===== config.mk =====
export PLATFORM = sky130hd
export DESIGN_NAME = keyed_message_parse_dispatch
export DESIGN_NICKNAME = d
export VERILOG_FILES = /design/src/rtl/kmpd_pkg.sv /design/src/rtl/keyed_message_parse_dispatch.sv
export SDC_FILE = /design/constraint.sdc
export NUM_CORES = 1
export LEC_CHECK = 0
export ABC_AREA = 1
export BUFFER_PORTS_ARGS = -buffer_cell sky130_fd_sc_hd__clkbuf_2
export CORE_MARGIN = 1
export CORE_UTILIZATION = 55
export CTS_BUF_LIST = sky130_fd_sc_hd__clkbuf_2 sky130_fd_sc_hd__clkbuf_4 sky130_fd_sc_hd__clkbuf_8
export CTS_CLUSTER_DIAMETER = 150
export DETAILED_ROUTE_END_ITERATION = 6
export MAX_ROUTING_LAYER = met4
export PLACE_DENSITY = 0.73
export SETUP_SLACK_MARGIN = 0.02
export SKIP_CTS_REPAIR_TIMING = 1
export SLEW_MARGIN = 5
export SYNTH_ARGS = -nofsm -noshare
export SYNTH_HDL_FRONTEND = slang
export SYNTH_SLANG_ARGS = --single-unit

===== constraint.sdc =====
create_clock -name clk -period 5.3 [get_ports clk]
set_input_delay 1.59 -clock clk [delete_from_list [all_inputs] [get_ports clk]]
set_output_delay 1.59 -clock clk [all_outputs]
set_load 0.02 [all_outputs]

===== src/rtl/kmpd_pkg.sv =====
`timescale 1ns / 1ps
package kmpd_pkg;

    localparam int SLOTS_DEF         = 8;
    localparam int ID_CHARS_DEF      = 8;
    localparam int PAYLOAD_CHARS_DEF = 64;

    localparam int NAME_CHARS = 2;
    localparam int MASK_W     = 8;
    localparam int SLOT_W     = 3;
    localparam int IDX_W      = 6;
    localparam int NAME_W     = 16;
    localparam int IN_DATA_W  = 24;
    localparam int OUT_DATA_W = 48;

    localparam logic [7:0] CH_COLON = 8'h3A;
    localparam logic [7:0] CH_COMMA = 8'h2C;
    localparam logic [7:0] CH_SPACE = 8'h20;
    localparam logic [7:0] CH_I     = 8'h69;
    localparam logic [7:0] CH_M     = 8'h6D;
    localparam logic [7:0] CH_P     = 8'h70;

    typedef enum logic [1:0] {
        OP_BYTE  = 2'd0,
        OP_REG   = 2'd1,
        OP_UNREG = 2'd2,
        OP_NONE  = 2'd3
    } op_t;

    typedef enum logic [1:0] {
        KIND_NONE    = 2'd0,
        KIND_ID      = 2'd1,
        KIND_NAME    = 2'd2,
        KIND_PAYLOAD = 2'd3
    } kind_t;

    typedef enum logic [3:0] {
        MODE_KEY     = 4'b0001,
        MODE_ID      = 4'b0010,
        MODE_NAME    = 4'b0100,
        MODE_PAYLOAD = 4'b1000
    } mode_t;

    // Output tdata layout, last member in the lowest bits.
    typedef struct packed {
        logic [4:0]        pad;
        logic [SLOT_W-1:0] slot;
        logic              op_ok;
        logic [NAME_W-1:0] message_name;
        logic [MASK_W-1:0] match_mask;
        logic              parse_error;
        logic [7:0]        char_out;
        logic [IDX_W-1:0]  field_index;
    } res_data_t;

    typedef struct packed {
        kind_t     kind;
        logic      done;
        res_data_t data;
    } res_t;

endpackage


===== src/rtl/keyed_message_parse_dispatch.sv =====
`timescale 1ns / 1ps
// Throughput: one item per cycle while s_tready is high; all parsing and the
// parallel slot compares are done in one combinational pass ahead of the
// result register. An output register plus a skid register keep s_tready off
// the m_tready path.
// Reset (rst_n low, asynchronous): parser back to key mode, slot table empty,
// no result pending.
module keyed_message_parse_dispatch
    import kmpd_pkg::*;
#(
    parameter int SLOTS         = SLOTS_DEF,
    parameter int ID_CHARS      = ID_CHARS_DEF,
    parameter int PAYLOAD_CHARS = PAYLOAD_CHARS_DEF
)
(
    input  logic                  clk,
    input  logic                  rst_n,
    input  logic                  s_tvalid,
    output logic                  s_tready,
    input  logic [IN_DATA_W-1:0]  s_tdata,  // data_byte[7:0], name_code[23:8]
    input  logic [1:0]            s_tuser,  // operation[1:0]
    input  logic                  s_tlast,  // last_byte
    output logic                  m_tvalid,
    input  logic                  m_tready,
    output logic [OUT_DATA_W-1:0] m_tdata,  // field_index[5:0], char_out[13:6],
                                            // parse_error[14], match_mask[22:15],
                                            // message_name[38:23], op_ok[39],
                                            // slot[42:40], zero[47:43]
    output logic [1:0]            m_tuser,  // field_kind[1:0]
    output logic                  m_tlast   // message_done
);

    localparam int CNT_MAX0 = (ID_CHARS > PAYLOAD_CHARS) ? ID_CHARS : PAYLOAD_CHARS;
    localparam int CNT_MAX  = (CNT_MAX0 > NAME_CHARS) ? CNT_MAX0 : NAME_CHARS;
    localparam int CNT_W    = $clog2(CNT_MAX + 1);

    logic [NAME_W-1:0] slots_reg [SLOTS];
    logic [NAME_W-1:0] slots_next [SLOTS];
    mode_t             mode_reg, mode_next;
    logic [CNT_W-1:0]  count_reg, count_next;
    logic              colon_reg, colon_next;
    logic              aborted_reg, aborted_next;
    logic [NAME_W-1:0] name_reg, name_next;

    res_t res;
    res_t out_reg, skid_reg;
    logic out_valid_reg, skid_valid_reg;
    logic accept, out_take;

    assign s_tready = !skid_valid_reg;
    assign accept   = s_tvalid && s_tready;
    assign out_take = out_valid_reg && m_tready;

    always_comb
    begin
        logic [7:0]        c;
        logic [NAME_W-1:0] nm;
        logic              found;

        c     = s_tdata[7:0];
        nm    = s_tdata[IN_DATA_W-1:8];
        found = 1'b0;

        slots_next   = slots_reg;
        mode_next    = mode_reg;
        count_next   = count_reg;
        colon_next   = colon_reg;
        aborted_next = aborted_reg;
        name_next    = name_reg;
        res          = '0;

        unique case (op_t'(s_tuser))
            OP_BYTE:
            begin
                if (!aborted_reg)
                begin
                    if (colon_reg)
                    begin
                        if (c == CH_COLON)
                            colon_next = 1'b0;
                        else
                            aborted_next = 1'b1;
                    end
                    else
                    begin
                        unique case (mode_reg)
                            MODE_PAYLOAD:
                            begin
                                if (c == CH_COMMA || count_reg >= CNT_W'(PAYLOAD_CHARS))
                                begin
                                    mode_next  = MODE_KEY;
                                    count_next = '0;
                                end
                                else
                                begin
                                    res.kind             = KIND_PAYLOAD;
                                    res.data.field_index = IDX_W'(count_reg);
                                    res.data.char_out    = c;
                                    count_next           = count_reg + 1'b1;
                                end
                            end
                            MODE_ID:
                            begin
                                if (count_reg >= CNT_W'(ID_CHARS))
                                begin
                                    mode_next  = MODE_KEY;
                                    count_next = '0;
                                end
                                else
                                begin
                                    res.kind             = KIND_ID;
                                    res.data.field_index = IDX_W'(count_reg);
                                    res.data.char_out    = c;
                                    count_next           = count_reg + 1'b1;
                                end
                            end
                            MODE_NAME:
                            begin
                                if (count_reg >= CNT_W'(NAME_CHARS))
                                begin
                                    mode_next  = MODE_KEY;
                                    count_next = '0;
                                end
                                else
                                begin
                                    res.kind             = KIND_NAME;
                                    res.data.field_index = IDX_W'(count_reg);
                                    res.data.char_out    = c;
                                    if (count_reg == '0)
                                        name_next[7:0] = c;
                                    else
                                        name_next[15:8] = c;
                                    count_next = count_reg + 1'b1;
                                end
                            end
                            MODE_KEY:
                            begin
                                priority if (c == CH_SPACE || c == CH_COMMA)
                                begin
                                    mode_next = MODE_KEY;
                                end
                                else if (c == CH_I)
                                begin
                                    mode_next  = MODE_ID;
                                    count_next = '0;
                                    colon_next = 1'b1;
                                end
                                else if (c == CH_M)
                                begin
                                    mode_next  = MODE_NAME;
                                    count_next = '0;
                                    colon_next = 1'b1;
                                end
                                else if (c == CH_P)
                                begin
                                    mode_next  = MODE_PAYLOAD;
                                    count_next = '0;
                                    colon_next = 1'b1;
                                end
                                else
                                begin
                                    aborted_next = 1'b1;
                                end
                            end
                            default:
                            begin
                                mode_next  = MODE_KEY;
                                count_next = '0;
                            end
                        endcase
                    end
                end

                res.data.parse_error = aborted_next;
                if (s_tlast)
                begin
                    res.done = 1'b1;
                    if (!aborted_next)
                    begin
                        for (int i = 0; i < SLOTS; i++)
                            res.data.match_mask[i] = (slots_reg[i][7:0] != 8'd0)
                                                     && (slots_reg[i] == name_next);
                        res.data.message_name = name_next;
                    end
                    // return the parser to its reset state
                    mode_next    = MODE_KEY;
                    count_next   = '0;
                    colon_next   = 1'b0;
                    aborted_next = 1'b0;
                    name_next    = '0;
                end
            end
            OP_REG:
            begin
                if (nm[7:0] != 8'd0)
                begin
                    for (int i = 0; i < SLOTS; i++)
                    begin
                        if (!found && (slots_reg[i] == nm || slots_reg[i][7:0] == 8'd0))
                        begin
                            found         = 1'b1;
                            slots_next[i] = nm;
                            res.data.slot = SLOT_W'(i);
                        end
                    end
                    res.data.op_ok = found;
                end
            end
            OP_UNREG:
            begin
                if (nm[7:0] != 8'd0)
                begin
                    for (int i = 0; i < SLOTS; i++)
                    begin
                        if (!found && slots_reg[i] == nm)
                        begin
                            found         = 1'b1;
                            slots_next[i] = '0;
                            res.data.slot = SLOT_W'(i);
                        end
                    end
                    res.data.op_ok = found;
                end
            end
            OP_NONE:
            begin
                res = '0;
            end
            default:
            begin
                res = '0;
            end
        endcase
    end

    // parser state and slot table
    always_ff @(posedge clk or negedge rst_n)
    begin
        if (!rst_n)
        begin
            for (int i = 0; i < SLOTS; i++)
                slots_reg[i] <= '0;
            mode_reg    <= MODE_KEY;
            count_reg   <= '0;
            colon_reg   <= 1'b0;
            aborted_reg <= 1'b0;
            name_reg    <= '0;
        end
        else if (accept)
        begin
            slots_reg   <= slots_next;
            mode_reg    <= mode_next;
            count_reg   <= count_next;
            colon_reg   <= colon_next;
            aborted_reg <= aborted_next;
            name_reg    <= name_next;
        end
    end

    // output register with skid stage
    always_ff @(posedge clk or negedge rst_n)
    begin
        if (!rst_n)
        begin
            out_valid_reg  <= 1'b0;
            skid_valid_reg <= 1'b0;
        end
        else if (skid_valid_reg)
        begin
            if (out_take)
                skid_valid_reg <= 1'b0;
        end
        else if (accept)
        begin
            if (out_valid_reg && !m_tready)
                skid_valid_reg <= 1'b1;
            else
                out_valid_reg <= 1'b1;
        end
        else if (out_take)
        begin
            out_valid_reg <= 1'b0;
        end
    end

    always_ff @(posedge clk)
    begin
        if (skid_valid_reg)
        begin
            if (out_take)
                out_reg <= skid_reg;
        end
        else if (accept)
        begin
            if (out_valid_reg && !m_tready)
                skid_reg <= res;
            else
                out_reg <= res;
        end
    end

    assign m_tvalid = out_valid_reg;
    assign m_tdata  = out_reg.data;
    assign m_tuser  = out_reg.kind;
    assign m_tlast  = out_reg.done;

    // A slot operation never captures a character.
    a_op_no_capture: assert property (@(posedge clk) disable iff (!rst_n)
        m_tvalid && out_reg.data.op_ok |-> out_reg.kind == KIND_NONE && !out_reg.done)
        else $error("slot operation result carries a captured character");

    // An aborted message reports no dispatch.
    a_abort_no_match: assert property (@(posedge clk) disable iff (!rst_n)
        m_tvalid && out_reg.data.parse_error
            |-> out_reg.data.match_mask == '0 && out_reg.data.message_name == '0)
        else $error("aborted message reports a match");

    // The skid stage only fills behind a held output.
    a_skid_behind_out: assert property (@(posedge clk) disable iff (!rst_n)
        skid_valid_reg |-> out_valid_reg)
        else $error("skid register holds an item ahead of the output register");

    // A colon is only expected inside a field.
    a_colon_in_field: assert property (@(posedge clk) disable iff (!rst_n)
        colon_reg |-> mode_reg != MODE_KEY)
        else $error("colon pending while in key mode");

endmodule


==> metrics.txt <==
outcome finished clean; Max-cap violations 0; Largest register FFs 128; io pins 84; CP Launch Type input port; synthesized flop and latch total 251; largest stage delay on the critical path between 0.7 and 0.8 ns; Crit. End Element flop; Total Nets Final 2080; Slew Viols, Final 0; synth cell count leaders nand2_1 (619), nor2_1 (195), inv_1 (181); port bufs 78; Crit path top cell by count nand2_1; r2r worst-path depth 13; clock root cell clkbuf_8; Leak 0.007821 uW; worst slew pin tran 1.137 ns; drt pass-1 iters 7; critical path data arrival time 4.75 ns; initial core utilization between 50% and 60%; core region area 0.02703 mm^2; GRT busiest layer met2; CP max FO 8; DP Cell Count 2338; WL final 53870 um; final worst clock skew around 0.026 ns; WS Path Type in -> reg; clock sink total between 200 and 300; ys flop type dfrtp_1; Die H 168.3 um; Mapped Cells about 2000; Max Freq approximately 0.23 GHz; required time of the worst setup path 5.63 ns; area of the multi-input gates 0.007203 mm^2; P&R area growth vs syn 10.36%; H-tree depth 2; setup_tns 0 ns; crit-path cells clkbuf_2 -> inv_1 -> nand2_1 -> nor3_1 -> o21ai_0 -> nand2_1 -> o21bai_1 -> nand2_1 -> nand2_1 -> inv_1 -> nand2_1 -> nor3_1 -> nand3_1 -> a21oi_1; first-pass GRT wire length 80870 um; Post-DP HPWL 36820 um; Slew HR 24.07%; Worst path slowest cell inv_1; Post-route DRC 0; most numerous cell in the Yosys netlist nand2_1; number of diodes 0; Hold Fails Final Rpt 0; # setup viols final 0; Core Rows 60; TritonCTS clock tree done; met1 usage about half; number of library cell types mapped by synthesis 61; ranking of synthesized cells by area dfrtp_1 (26%), edfxtp_1 (18%), nand2_1 (15%); Final min period 4.419 ns; Reg clk slew, reported paths 0.06 ns; fillers 2496; Pwr Density approximately 620 mW/mm^2; CTS buffer count 45; largest family of logic cells by synthesized area simple AND/OR/NAND/NOR gates; GP Congestion a little over 1; GR Util met3 between 7 and 8%; post-layout util between 60% and 70%; post-synthesis compound-gate area fraction 11.66%; design area approximately 0.017 mm^2; RSZ-0062 raised after global routing false; grt met2 use ~60%; cell area after synthesis 0.01521 mm^2; adder-cell share of the synthesized area less than 1%; Final ANT Viol Nets 0; Finished Layout Cells 2420; maximum root-to-sink buffer count 3; simple-gate share of the synthesized area 27.66%; mux cell area share after synthesis 0%; Post-Place Cell Area roughly 0.016 mm^2; vias in the first global route around 13000; final period utilization between 80% and 90%; Hold Crit Class reg -> reg; Die ar. 0.02832 mm^2; biggest area consumer among synthesized cells dfrtp_1; layout cell share with drive strength beyond 1 12.12%; Seq. cell area 0.006743 mm^2; Seq/Total Area, Yosys between 40% and 50%; ys async rst share a little under two thirds; Max IR drop VDD 0.3532 mV; Vias 14240; Hold Path Depth 2; total gr overflow 0; initial antenna violation count 2; WL per Instance 22.26 um; Yosys Warn Count 0; via-per-instance ratio roughly 6; Die W ~170 um; Mean Syn Cell Area 7.717 um^2; drt first-iter violations 1843; Post-synth EDFFs 92; largest net degree at the start of global routing 93; Worst-Skew Late Latency 0.59 ns; top cell type's share of synthesized area between 20% and 30%; Tot GR Track Use 39.87%; xor and xnor area share after synthesis 7.444%
cell usage in the layout (no fill, tap or decap), drive strengths merged, types with 11 or more instances in the layout:
| cell | instances |
|---|---|
| inv | 195 |
| xor2 | 50 |
| clkinv | 11 |
| nor3 | 29 |
| dfrtp | 158 |
| o21ai | 215 |
| nand3 | 71 |
| o22ai | 34 |
| nand4 | 33 |
| clkbuf | 146 |
| nor2 | 206 |
| edfxtp | 92 |
| xnor2 | 75 |
| nand2 | 626 |
| a21oi | 34 |
| nor4 | 13 |
| buf | 27 |
logic make-up (layout without fill, tap and decap cells):
group,Yosys count,after routing
buf+inv,281,385
fa+ha+maj,5,5
simple gates,1000,1000
flops,251,251
xor+xnor,125,125
other cells,1,5
compound gates,308,308
per-layer routing:
layer  routed length [um]  part of all wire (%)
met2                23770                    44
met5                    0                     0
met1                20700                    38
met3                 5436                    10
met4                 3969                   7.4
area by class of cell:
cell class / count / share of cell area (%)
Multi-Input combinational cell: 1443 / 42.91
Sequential cell: 251 / 40.17
Clock buffer: 69 / 5.135
Inverter: 199 / 4.464
Timing Repair Buffer: 104 / 3.525
Tap cell: 341 / 2.542
Clock inverter: 13 / 1.260
report_power, final:
part | switching [uW] | total (uW) | internal [uW]
Combinational | 2870 | 4440 | 1570
Clock | 865 | 2150 | 1290
Sequential | 924 | 3760 | 2840
Total | 4660 | 10400 | 5700
critical path, delay by kind of cell:
family | cells | cell delay, ns
buffers and inverters | 3 | 1.04
AOI/OAI and AO/OA | 3 | 0.65
and+or+nand+nor | 8 | 1.46
worst paths after layout:
kind | endpoint | start | slack (ns)
min | m_tdata[42] | skid_reg[42] | 0.51
max | m_tdata[20] | s_tdata[7] | 0.88
max in group asynchronous | slots_reg[83] | rst_n | 3.12
min in group asynchronous | slots_reg[101] | rst_n | 1.11
min reg2reg | m_tdata[42] | skid_reg[42] | 0.51
max reg2reg | m_tdata[20] | count_reg[1] | 1.82
through the flow:
stage / hold WS [ns] / setup slack (ns) / total power (uW)
2_1_floorplan: 0.4746 / 1.121 / 6720
3_3_place_gp: 0.4943 / 0.5243 / 8027
3_5_place_dp: 0.5004 / 0.5245 / 8077
4_1_cts: 0.5112 / 1.120 / 10240
5_1_grt: 0.5283 / 0.8202 / 10990
6_report: 0.5123 / 0.8808 / 10350
No activity file was read; power rests on OpenSTA's default activity.
